==> config.mk <==
export PLATFORM = sky130hd
export DESIGN_NAME = sm3_hash_engine_top
export DESIGN_NICKNAME = d
export VERILOG_FILES = /design/src/hw/rtl/sm3_pkg.sv /design/src/hw/rtl/sm3_dp.sv /design/src/hw/rtl/sm3_ctrl.sv /design/src/hw/rtl/sm3_hash_engine_top.sv
export SDC_FILE = /design/constraint.sdc
export NUM_CORES = 2
export LEC_CHECK = 0
export BUFFER_PORTS_ARGS = -buffer_cell sky130_fd_sc_hd__buf_2
export CORE_UTILIZATION = 50
export DETAILED_ROUTE_END_ITERATION = 10
export GPL_TIMING_DRIVEN = 0
export PLACE_DENSITY_LB_ADDON = 0.12
export SYNTH_ARGS = -nofsm -noshare
export SYNTH_HDL_FRONTEND = slang
export SYNTH_SLANG_ARGS = --single-unit
==> constraint.sdc <==
create_clock -name i_clk -period 20.2 [get_ports i_clk]
set_clock_uncertainty 0.2 [all_clocks]
set_input_delay 4.04 -clock i_clk [delete_from_list [all_inputs] [get_ports i_clk]]
set_output_delay 4.04 -clock i_clk [all_outputs]
set_load 0.03 [all_outputs]
==> src/hw/rtl/sm3_pkg.sv <==
// sm3 package: controller commands, status and sm3 constants
// used by sm3_ctrl, sm3_dp and sm3_hash_engine_top
package sm3_pkg;

    localparam logic [31:0] T_LOW    = 32'h79cc4519;
    localparam logic [31:0] T_HIGH   = 32'h7a879d8a;
    localparam logic [7:0]  PAD_BYTE = 8'h80;

    localparam logic [255:0] IV = {
        32'h7380166F, 32'h4914B2B9, 32'h172442D7, 32'hDA8A0600,
        32'hA96F30BC, 32'h163138AA, 32'hE38DEE4D, 32'hB0FB0E4E
    };

    typedef enum logic [2:0] {
        S_IN,
        S_PAD,
        S_LEN_HI,
        S_LEN_LO,
        S_RUN,
        S_FOLD,
        S_OUT
    } t_state;

    typedef enum logic [1:0] {
        WSEL_DATA,
        WSEL_ZERO,
        WSEL_LEN_HI,
        WSEL_LEN_LO
    } t_wsel;

    typedef struct packed {
        logic  push;
        t_wsel wsel;
        logic  take_in;
        logic  round;
        logic  fold;
        logic  restart;
        logic  out_shift;
    } t_cmd;

    typedef struct packed {
        logic       block_full;
        logic [3:0] word_pos;
        logic       round_last;
    } t_sts;

    function automatic logic [31:0] rotl(input logic [31:0] x, input logic [4:0] n);
        logic [63:0] d;
        d = {x, x} << n;
        return d[63:32];
    endfunction

    function automatic logic [31:0] p0(input logic [31:0] x);
        return x ^ rotl(x, 5'd9) ^ rotl(x, 5'd17);
    endfunction

    function automatic logic [31:0] p1(input logic [31:0] x);
        return x ^ rotl(x, 5'd15) ^ rotl(x, 5'd23);
    endfunction

endpackage

==> src/hw/rtl/sm3_dp.sv <==
// sm3 datapath: block buffer, message expansion window, one round per cycle,
// length counter, chaining value and digest shift register; uses sm3_pkg
module sm3_dp
    import sm3_pkg::*;
(
    input  logic        i_clk,
    input  logic        i_rst_n,
    input  t_cmd        i_cmd,
    input  logic [31:0] i_data,
    input  logic [2:0]  i_count,
    input  logic        i_last,
    output t_sts        o_sts,
    output logic [31:0] o_digest
);

    logic [31:0] r_win [16];
    logic [31:0] r_v   [8];
    logic [31:0] r_a, r_b, r_c, r_d, r_e, r_f, r_g, r_h;
    logic [3:0]  r_pos;
    logic [5:0]  r_round;
    logic [63:0] r_bits;
    logic [31:0] r_out [8];

    logic [2:0]  w_cnt;
    logic [31:0] w_mask, w_data_word, w_word;
    logic [31:0] w_new, w_wj, w_wj4, w_ff, w_gg, w_t, w_a12, w_ss1, w_ss2, w_tt1, w_tt2;
    logic [63:0] n_bits;

    always_comb begin
        w_cnt = (!i_last || i_count > 3'd4) ? 3'd4 : i_count;
        case (w_cnt)
            3'd0:    w_mask = 32'h0;
            3'd1:    w_mask = 32'hFF000000;
            3'd2:    w_mask = 32'hFFFF0000;
            3'd3:    w_mask = 32'hFFFFFF00;
            default: w_mask = 32'hFFFFFFFF;
        endcase
        w_data_word = (i_data & w_mask);
        if (i_last && w_cnt != 3'd4) begin
            w_data_word = w_data_word | ({PAD_BYTE, 24'h0} >> {w_cnt, 3'b000});
        end
        n_bits = r_bits + {58'd0, w_cnt, 3'b000};
        case (i_cmd.wsel)
            WSEL_DATA:   w_word = w_data_word;
            WSEL_ZERO:   w_word = 32'h0;
            WSEL_LEN_HI: w_word = r_bits[63:32];
            default:     w_word = r_bits[31:0];
        endcase
    end

    // pad word after a full last word is selected by controller as zero with 0x80
    logic [31:0] w_push;
    assign w_push = (i_cmd.wsel == WSEL_ZERO && i_cmd.take_in) ?
                    {PAD_BYTE, 24'h0} : w_word;

    // round logic; window holds w[j..j+15] at index 0..15
    always_comb begin
        w_wj  = r_win[0];
        w_wj4 = r_win[4];
        w_new = p1(r_win[0] ^ r_win[7] ^ rotl(r_win[13], 5'd15)) ^
                rotl(r_win[3], 5'd7) ^ r_win[10];
        if (r_round < 6'd16) begin
            w_ff = r_a ^ r_b ^ r_c;
            w_gg = r_e ^ r_f ^ r_g;
            w_t  = T_LOW;
        end else begin
            w_ff = (r_a & r_b) | (r_a & r_c) | (r_b & r_c);
            w_gg = (r_e & r_f) | (~r_e & r_g);
            w_t  = T_HIGH;
        end
        w_a12 = rotl(r_a, 5'd12);
        w_ss1 = rotl(w_a12 + r_e + rotl(w_t, r_round[4:0]), 5'd7);
        w_ss2 = w_ss1 ^ w_a12;
        w_tt1 = w_ff + r_d + w_ss2 + (w_wj ^ w_wj4);
        w_tt2 = w_gg + r_h + w_ss1 + w_wj;
    end

    always_ff @(posedge i_clk) begin
        if (!i_rst_n) begin
            r_pos   <= 4'd0;
            r_bits  <= 64'd0;
            r_round <= 6'd0;
            for (int k = 0; k < 8; k++) r_v[k] <= IV[255-32*k -: 32];
        end else begin
            if (i_cmd.push) begin
                r_win[r_pos] <= w_push;
                r_pos        <= r_pos + 4'd1;
                if (i_cmd.take_in && i_cmd.wsel == WSEL_DATA) r_bits <= n_bits;
                if (r_pos == 4'd15) begin
                    r_a <= r_v[0]; r_b <= r_v[1]; r_c <= r_v[2]; r_d <= r_v[3];
                    r_e <= r_v[4]; r_f <= r_v[5]; r_g <= r_v[6]; r_h <= r_v[7];
                    r_round <= 6'd0;
                end
            end
            if (i_cmd.round) begin
                for (int k = 0; k < 15; k++) r_win[k] <= r_win[k+1];
                r_win[15] <= w_new;
                r_d <= r_c; r_c <= rotl(r_b, 5'd9); r_b <= r_a; r_a <= w_tt1;
                r_h <= r_g; r_g <= rotl(r_f, 5'd19); r_f <= r_e; r_e <= p0(w_tt2);
                r_round <= r_round + 6'd1;
            end
            if (i_cmd.fold) begin
                r_v[0] <= r_v[0] ^ r_a; r_v[1] <= r_v[1] ^ r_b;
                r_v[2] <= r_v[2] ^ r_c; r_v[3] <= r_v[3] ^ r_d;
                r_v[4] <= r_v[4] ^ r_e; r_v[5] <= r_v[5] ^ r_f;
                r_v[6] <= r_v[6] ^ r_g; r_v[7] <= r_v[7] ^ r_h;
            end
            if (i_cmd.restart) begin
                r_out[0] <= r_v[0] ^ r_a; r_out[1] <= r_v[1] ^ r_b;
                r_out[2] <= r_v[2] ^ r_c; r_out[3] <= r_v[3] ^ r_d;
                r_out[4] <= r_v[4] ^ r_e; r_out[5] <= r_v[5] ^ r_f;
                r_out[6] <= r_v[6] ^ r_g; r_out[7] <= r_v[7] ^ r_h;
                for (int k = 0; k < 8; k++) r_v[k] <= IV[255-32*k -: 32];
                r_bits <= 64'd0;
                r_pos  <= 4'd0;
            end else if (i_cmd.out_shift) begin
                for (int k = 0; k < 7; k++) r_out[k] <= r_out[k+1];
            end
        end
    end

    assign o_sts.block_full = (r_pos == 4'd15);
    assign o_sts.word_pos   = r_pos;
    assign o_sts.round_last = (r_round == 6'd63);
    assign o_digest         = r_out[0];

endmodule

==> src/hw/rtl/sm3_ctrl.sv <==
// sm3 controller: sequences input, padding, length words, rounds and output
// uses sm3_pkg, drives sm3_dp through t_cmd
module sm3_ctrl
    import sm3_pkg::*;
(
    input  logic       i_clk,
    input  logic       i_rst_n,
    input  logic       i_in_valid,
    input  logic       i_in_last,
    input  logic [2:0] i_in_count,
    output logic       o_in_ready,
    output logic       o_out_valid,
    input  logic       i_out_ready,
    output logic [2:0] o_out_index,
    input  t_sts       i_sts,
    output t_cmd       o_cmd
);

    t_state r_state, n_state;
    t_state r_ret, n_ret;
    logic   r_final, n_final;
    logic   r_padfull, n_padfull;
    logic [2:0] r_idx, n_idx;

    always_ff @(posedge i_clk) begin
        if (!i_rst_n) begin
            r_state   <= S_IN;
            r_ret     <= S_IN;
            r_final   <= 1'b0;
            r_padfull <= 1'b0;
            r_idx     <= 3'd0;
        end else begin
            r_state   <= n_state;
            r_ret     <= n_ret;
            r_final   <= n_final;
            r_padfull <= n_padfull;
            r_idx     <= n_idx;
        end
    end

    always_comb begin
        n_state   = r_state;
        n_ret     = r_ret;
        n_final   = r_final;
        n_padfull = r_padfull;
        n_idx     = r_idx;
        o_cmd     = '0;
        o_cmd.wsel = WSEL_DATA;
        o_in_ready  = 1'b0;
        o_out_valid = 1'b0;
        case (r_state)
            S_IN: begin
                o_in_ready = 1'b1;
                if (i_in_valid) begin
                    o_cmd.push    = 1'b1;
                    o_cmd.take_in = 1'b1;
                    if (i_in_last) begin
                        n_padfull = (i_in_count >= 3'd4);
                        n_ret     = n_padfull ? S_PAD :
                                    (i_sts.word_pos == 4'd13) ? S_LEN_HI : S_PAD;
                        if (!n_padfull && i_sts.word_pos == 4'd14) n_ret = S_PAD;
                    end else begin
                        n_ret = S_IN;
                    end
                    n_state = i_sts.block_full ? S_RUN : n_ret;
                end
            end
            S_PAD: begin
                // first pad word carries 0x80 when last word was full
                o_cmd.push    = 1'b1;
                o_cmd.wsel    = WSEL_ZERO;
                o_cmd.take_in = r_padfull;
                n_padfull     = 1'b0;
                n_ret = (i_sts.word_pos == 4'd13) ? S_LEN_HI : S_PAD;
                n_state = i_sts.block_full ? S_RUN : n_ret;
            end
            S_LEN_HI: begin
                o_cmd.push = 1'b1;
                o_cmd.wsel = WSEL_LEN_HI;
                n_state    = S_LEN_LO;
            end
            S_LEN_LO: begin
                o_cmd.push = 1'b1;
                o_cmd.wsel = WSEL_LEN_LO;
                n_final    = 1'b1;
                n_state    = S_RUN;
            end
            S_RUN: begin
                o_cmd.round = 1'b1;
                if (i_sts.round_last) n_state = S_FOLD;
            end
            S_FOLD: begin
                if (r_final) begin
                    o_cmd.restart = 1'b1;
                    n_final = 1'b0;
                    n_idx   = 3'd0;
                    n_state = S_OUT;
                end else begin
                    o_cmd.fold = 1'b1;
                    n_state = r_ret;
                end
            end
            S_OUT: begin
                o_out_valid = 1'b1;
                if (i_out_ready) begin
                    o_cmd.out_shift = 1'b1;
                    n_idx = r_idx + 3'd1;
                    if (r_idx == 3'd7) begin
                        n_state = S_IN;
                    end
                end
            end
            default: n_state = S_IN;
        endcase
    end

    assign o_out_index = r_idx;

endmodule

==> src/hw/rtl/sm3_hash_engine_top.sv <==
// sm3 hash engine top level: joins sm3_ctrl and sm3_dp
// uses sm3_pkg
//
// input channel: s_axis, tdata = data_word, tuser = {last_word, byte_count}
// (byte_count bits 2:0, last_word bit 3). output channel: m_axis, tdata =
// digest_word, tuser = {last_digest, word_index}.
// each input word is written into the block buffer; the 16th word of a
// block starts 64 rounds of the compression, one per cycle, then a fold
// into the chaining value (for the last block, into the digest words).
// on the last word the engine appends padding and the 64-bit length,
// using a second block if needed, then offers the eight digest words in
// order. input is not taken while a block compresses or digest words are
// pending. a stalled receiver simply holds the current digest word.
// reset (synchronous, active low) loads the initial value, clears the
// length and word position, and drops any pending digest.
module sm3_hash_engine_top
    import sm3_pkg::*;
(
    input  logic        i_clk,
    input  logic        i_rst_n,
    input  logic        s_axis_tvalid,
    output logic        s_axis_tready,
    input  logic [31:0] s_axis_tdata,   // data_word
    input  logic [3:0]  s_axis_tuser,   // byte_count[2:0], last_word[3]
    output logic        m_axis_tvalid,
    input  logic        m_axis_tready,
    output logic [31:0] m_axis_tdata,   // digest_word
    output logic [3:0]  m_axis_tuser    // word_index[2:0], last_digest[3]
);

    t_cmd       w_cmd;
    t_sts       w_sts;
    logic [2:0] w_idx;

    sm3_ctrl u_ctrl (
        .i_clk       (i_clk),
        .i_rst_n     (i_rst_n),
        .i_in_valid  (s_axis_tvalid),
        .i_in_last   (s_axis_tuser[3]),
        .i_in_count  (s_axis_tuser[2:0]),
        .o_in_ready  (s_axis_tready),
        .o_out_valid (m_axis_tvalid),
        .i_out_ready (m_axis_tready),
        .o_out_index (w_idx),
        .i_sts       (w_sts),
        .o_cmd       (w_cmd)
    );

    sm3_dp u_dp (
        .i_clk    (i_clk),
        .i_rst_n  (i_rst_n),
        .i_cmd    (w_cmd),
        .i_data   (s_axis_tdata),
        .i_count  (s_axis_tuser[2:0]),
        .i_last   (s_axis_tuser[3]),
        .o_sts    (w_sts),
        .o_digest (m_axis_tdata)
    );

    assign m_axis_tuser = {(w_idx == 3'd7), w_idx};

endmodule

# Yosys cells after proc, flatten, opt, wreduce, memory -nomap -nowiden
# Memories as Yosys holds them, arrays and structs flattened.
# Cells that the tools add are included.
[word_totals]
input_bits = 40
register_bits = 341
output_inout_bits = 38
mem_bits_ro = 0
mem_bits_rw = 1024
word_cells = 252
n_memories = 3
latchBits = 0
[classes]
n_mul = 0
n_addsub = 12
n_div = 0
shift = 2
magnitude_cmp = 3
n_reduce_logical = 25
n_eq_ne = 23
n_mux = 111
bitwise_logic = 57
[memory_table]
columns = ["memory", "depth", "word_bits", "rd", "rd_ports_with_merged_regs", "wr", "line_no", "rtl"]
rows = [
  ["u_dp.r_win", 16, 32, 16, 0, 16, "sm3_dp.sv:16", "logic [31:0] r_win [16];"],
  ["u_dp.r_out", 8, 32, 8, 0, 8, "sm3_dp.sv:22", "logic [31:0] r_out [8];"],
  ["u_dp.r_v", 8, 32, 8, 0, 8, "sm3_dp.sv:17", "logic [31:0] r_v [8];"],
]
[op_table]
columns = ["cell", "n"]
rows = [
  ["$mux 32", 52],
  ["$xor 32x32->32", 22],
  ["$add 32x32->32", 8],
  ["$and 32x32->32", 6],
  ["$or 32x32->32", 4],
  ["$pmux 32 s4", 1],
  ["$pmux 32 s3", 1],
  ["$add 64x6->64", 1],
  ["$shl 63x5->64", 1],
  ["$mux 3", 14],
  ["$not 32->32", 1],
  ["$reduce_or 32->1", 1],
  ["$shr 32x6->32 const A", 1],
  ["$mux 1", 28],
  ["$mux 26", 1],
  ["$or 1x1->1", 23],
  ["$pmux 3 s7", 1],
  ["$mux 6", 3],
  ["$eq 3x2->1 const B", 4],
  ["$eq 3x3->1 const B", 4],
  ["$eq 4x4->1 const B", 3],
  ["$pmux 3 s2", 2],
  ["$reduce_bool 2->1", 5],
  ["$reduce_and 3->1", 3],
  ["27 further kinds", 43],
]

# Depth between registers and ports, before layout
[depth]
word_depth = 11
ltp_mapped = 45
mapped_depth_nobuf = 40

# Modules after synthesis
# Synthesis repeated with hierarchy kept, for this count alone.
[hier_totals]
cells_unflattened = 6138
area_unflattened_um2 = 71977.8
[modules_own_cells]
columns = ["module", "cells_per_inst", "area_per_inst_um2", "instances", "seq_area_each_um2"]
rows = [
  ["sm3_dp", 6043, 71228.3, 1, 38577.0],
  ["sm3_ctrl", 94, 743.2, 1, 200.2],
  ["sm3_hash_engine_top", 1, 6.3, 1, 0.0],
]

# Worst setup path after synthesis
# Ideal clock, no wire load.
[synth_timing]
kind = "input -> register"
start = "input i_rst_n"
end = "memory u_dp.r_out[0][0], enable pin"
required_time_ns = 19.164
n_path_buf = 3
arrival_ns = 14.543
setup_ns = 0.836
path_slack_ns = 4.621
path_stages = 4
path_cell_list = "clkbuf_1 > clkbuf_1 > clkbuf_1 > nor2b_1"
[synth_rtl]
columns = ["item", "line_no", "rtl"]
rows = [
  ["from (decl)", "sm3_hash_engine_top.sv:20", "input logic i_rst_n,"],
  ["to (decl)", "sm3_dp.sv:22", ""],
]

# Worst setup path in the final report
[layout_timing]
start = "register u_dp.r_round[4]"
end = "register u_dp.r_e[30], data pin"
[layout_between]
elab_chain_len = 9
elab_cells_between_ends = 11
classes_between = "add/sub: 4; order compare: 1; shift: 1; mux: 3; bitwise: 2"
[layout_lines]
columns = ["item", "line_no", "rtl"]
rows = [
  ["from (decl)", "sm3_dp.sv:20", "logic [5:0] r_round;"],
  ["from (signal assigned)", "sm3_dp.sv:100", "r_round <= r_round + 6'd1;"],
  ["$lt 6x5->1", "sm3_dp.sv:62", "if (r_round < 6'd16) begin"],
  ["$mux 26", "sm3_dp.sv:62", ""],
  ["$shl 63x5->64", "sm3_pkg.sv:49", "d = {x, x} << n;"],
  ["$add 32x32->32", "sm3_dp.sv:72", "w_ss1 = rotl(w_a12 + r_e + rotl(w_t, r_round[4:0]), 5'd7);"],
  ["$add 32x32->32 * (2 in series)", "sm3_dp.sv:75", "w_tt2 = w_gg + r_h + w_ss1 + w_wj;"],
  ["$xor 32x32->32", "sm3_pkg.sv:54", "return x ^ rotl(x, 5'd9) ^ rotl(x, 5'd17);"],
  ["$xor 32x32->32 *", "sm3_pkg.sv:54", ""],
  ["$mux 32 *", "sm3_dp.sv:95", "if (i_cmd.round) begin"],
  ["to (signal assigned)", "sm3_dp.sv:91", "r_e <= r_v[4]; r_f <= r_v[5]; r_g <= r_v[6]; r_h <= r_v[7];"],
  ["to (signal assigned)", "sm3_dp.sv:99", "r_h <= r_g; r_g <= rotl(r_f, 5'd19); r_f <= r_e; r_e <= p0(w_tt2);"],
  ["to (decl)", "sm3_dp.sv:18", "logic [31:0] r_a, r_b, r_c, r_d, r_e, r_f, r_g, r_h;"],
]
# Mark *: on every way between the ends. The rest lies on a longest branch, timed or not.
# A chain may end at the register's enable or synchronous reset.

==> impl_metrics.env <==
export IMPL_clock_sinks=1361
export IMPL_maxCapViolations=3
export IMPL_finalHoldViolations=0
export IMPL_grt_max_degree=61
export IMPL_fmax_ghz=0.0689
export IMPL_final_nets=7729
export IMPL_synth_cells=7132
export IMPL_setup_violations=0
export IMPL_vdd_drop_max_v=0.0000779
export IMPL_worstPathArrival_ps=14820
export IMPL_post_cts_buffers=0
export IMPL_ctsHoldBuffers=0
export IMPL_yosysTopAreaCell="edfxtp_1"
export IMPL_gr_total_overflow=0
export IMPL_slew_headroom_pct=-5.07
export IMPL_synth_edf_count=1152
export IMPL_design_area_um2=80500
export IMPL_synth_top_area_share_pct=48.0
export IMPL_clkLatencyLatePin_ps=830
export IMPL_critPathSlowestCell="xnor2_1"
export IMPL_h_tree_depth=4
export IMPL_routedWlPerCell_um=29.0
export IMPL_drive_gt1_share_pct=5.99
export IMPL_timing_rr_start="u_dp.r_round[4]$_SDFFE_PN0P_"
export IMPL_drc_errors=0
export IMPL_gp_congestion=1.03
export IMPL_die_area_um2=146000
export IMPL_vias=55100
export IMPL_cts_tree="yes"
export IMPL_worstSetupPathType="flop to flop"
export IMPL_rr_worst_depth=41
export IMPL_total_power_w=0.00645
export IMPL_cts_buffer_depth=3
export IMPL_crit_required_ps=20520
export IMPL_postSynth_asyncResetShare_pct=0
export IMPL_register_area_um2=38800
export IMPL_viasPerCell=5.85
export IMPL_gr_usage_all_layers_pct=37.3
export IMPL_io_pins=78
export IMPL_die_h_um=382
export IMPL_place_area_um2=75600
export IMPL_rsz0062_at_grt="no"
export IMPL_final_cells=9422
export IMPL_hpwl_mm=216
export IMPL_cts_buffers=149
export IMPL_critPathCaptureType="flop"
export IMPL_start_util_pct=50.3
export IMPL_portBuffers=76
export IMPL_outcome="finished, violations left"
export IMPL_path_max_fanout=13
export IMPL_grt_pass1_vias=51500
export IMPL_path_buf_inv=9
export IMPL_wirelength_mm=273
export IMPL_crit_family="compound AO/OA/AOI/OAI gates"
export IMPL_violations="capacitance limit, slew limit"
export IMPL_period_share_pct=71.8
export IMPL_fin_crit_ps=14510
export IMPL_hold_depth=2
export IMPL_grt_pass1_wl_mm=382
export IMPL_synth_flop_cell="edfxtp_1"
export IMPL_crit_path_max_incr_delay_ps=1010
export IMPL_ys_seq_area_share_pct=53.8
export IMPL_dr_pass1_iters=6
export IMPL_leakagePower_nw=30.8
export IMPL_drtIter0Drc=7646
export IMPL_fill_cells=12600
export IMPL_antenna_left=0
export IMPL_reg2reg_to="u_dp.r_e[30]$_DFFE_PP_"
export IMPL_ys_types=78
export IMPL_yosys_warnings=0
export IMPL_cp_start_kind="flop"
export IMPL_antenna_found_initial=8
export IMPL_multi_input_comb_area_um2=30600
export IMPL_power_density_nw_per_um2=80.1
export IMPL_min_to="u_dp.r_win[7][3]$_DFFE_PP_"
export IMPL_rrSetupSlack_ps=5690
export IMPL_dp_cells=9141
export IMPL_synth_net_count=7468
export IMPL_hold_start="u_dp.r_win[8][3]$_DFFE_PP_"
export IMPL_fp_row_count=139
export IMPL_fp_dieW_um=382
export IMPL_core_area_um2=143000
export IMPL_syn_mean_instance_area_um2=10.1
export IMPL_worst_hold_path_type="flop to flop"
export IMPL_path_clk_slew_ps=60
export IMPL_synthToLayoutAreaGrowth_pct=11.6
export IMPL_tightest_slew_ps=1570
export IMPL_ys_ff_latch=1361
export IMPL_synth_area_um2=72100
export IMPL_post_cts_resized=0
export IMPL_drv_slew=16
export IMPL_synth_area_leaders="edfxtp_1, nand2_1, xnor2_1"
export IMPL_cts_root_buffer="clkbuf_16"
export IMPL_final_util_pct=56.2
## power by group
part           internal [W]  switching [W]  leakage [nW]
logic              0.000213       0.000414          16.4
clock network       0.00153        0.00121          2.38
registers           0.00306      0.0000232          12.1
## cell usage in the layout (no fill, tap or decap), types with 11 or more instances in the layout
cell type  netlist  final
a211oi_1        18     18
a21o_1          81     81
a21oi_1        402    402
a31oi_1         49     49
and2_1          18     15
and3_1          30     30
buf_1           40     40
buf_12           0     18
buf_2            1     77
buf_4           32     33
clkbuf_1       330    360
clkbuf_16        0    149
clkinv_1         1     23
clkinv_2         0     31
dfxtp_1        209    209
edfxtp_1      1152   1152
fa_1           189    189
ha_1           107    107
inv_1          327    326
mux2_2          11     11
mux2i_1         64     64
nand2_1       1826   1817
nand2b_1        70     70
nand3_1        110    110
nand4_1         14     14
nor2_1         474    474
nor2b_1         68     63
nor3_1          41     41
o211ai_1        53     53
o21a_1          54     54
o21ai_0        426    426
o21bai_1        14     14
o22ai_1         43     43
or2_2           38     38
or3_1           19     19
xnor2_1        518    518
xor2_1         194    194
## worst register-to-register path: cells and delay by family (launching register included)
kind / cells / cell delay [ps]
buffers and inverters: 9 / 3390
adder cells (fa/ha/maj): 7 / 2710
AND/OR/NAND/NOR: 5 / 840
flip-flops: 1 / 300
AO/OA/AOI/OAI: 17 / 5090
XOR/XNOR: 2 / 1470
multiplexers: 1 / 230
## synthesized netlist by cell type (107+ instances only)
cell         n
a21oi_1    402
clkbuf_1   330
dfxtp_1    209
edfxtp_1  1152
fa_1       189
ha_1       107
inv_1      327
nand2_1   1826
nand3_1    110
nor2_1     474
o21ai_0    426
xnor2_1    518
xor2_1     194
## routing by layer
metal / share of wire, % / global-route usage, % / vias up
met1: 39 / 49.7 / 27100
met3: 10 / 8.57 / 481
met5: 0.052 / 0.562 / -
met2: 45 / 57.1 / 2943
met4: 5.8 / 19.2 / 6
li1: - / - / 24600
## stage by stage
stage,hold slack [ps],setup slack (ps),TNS (ps)
detailed placement,287,6220,0
global placement,278,-2980,-653080
finish,300,5690,0
floorplan,249,4620,0
global route,312,5420,0
CTS,273,6170,0
## area by class of cell
| class | count | area share [%] |
|---|---|---|
| inverter | 329 | 1.53 |
| antenna | 5 | 0.0155 |
| buffer | 403 | 2.04 |
| sequential | 1361 | 48.1 |
| clock buffer | 189 | 4.90 |
| clock inverter | 83 | 1.11 |
| timing repair buffer | 110 | 1.33 |
| multi-input combinational | 5039 | 38.0 |
| tap | 1903 | 2.96 |
## cells by family after synthesis
logic type / synth area share [%]
adder cells (fa/ha/maj): 7.12
AND/OR/NAND/NOR: 15.6
buffers and inverters: 3.98
flip-flops: 53.8
XOR/XNOR: 8.77
multiplexers: 1.06
AO/OA/AOI/OAI: 9.68
## registers in the layout, summed over array words and instances (netlist names)
signal and cells:
u_dp.r_v 256, u_ctrl.o_out_index 3, u_dp.r_b 32, u_dp.r_pos 4
u_ctrl.r_state 3, u_dp.r_bits 61, u_dp.r_e 32, u_dp.r_win 512
u_dp.r_g 32, u_dp.r_d 32, u_ctrl.r_padfull 1, u_dp.r_a 32
u_dp.r_round 6, u_dp.r_out 256, u_ctrl.r_ret 2, u_dp.r_h 32
u_dp.r_f 32, u_dp.r_c 32, u_ctrl.r_final 1
## worst max path at each step
stage / slack, ps / end / cells past startpoint / startpoint
floorplan: 4620 / u_dp.r_out[0][0]$_DFFE_PP_ / 4 / i_rst_n
CTS: 6170 / u_dp.r_e[30]$_DFFE_PP_ / 41 / u_dp.r_round[4]$_SDFFE_PN0P_
finish: 5690 / u_dp.r_e[30]$_DFFE_PP_ / 41 / u_dp.r_round[4]$_SDFFE_PN0P_
detailed placement: 6220 / u_dp.r_e[30]$_DFFE_PP_ / 39 / u_dp.r_round[4]$_SDFFE_PN0P_
global placement: -2980 / u_dp.r_out[0][22]$_DFFE_PP_ / 4 / i_rst_n
global route: 5420 / u_dp.r_e[30]$_DFFE_PP_ / 41 / u_dp.r_round[4]$_SDFFE_PN0P_
No activity file was read; power rests on OpenSTA's default activity.
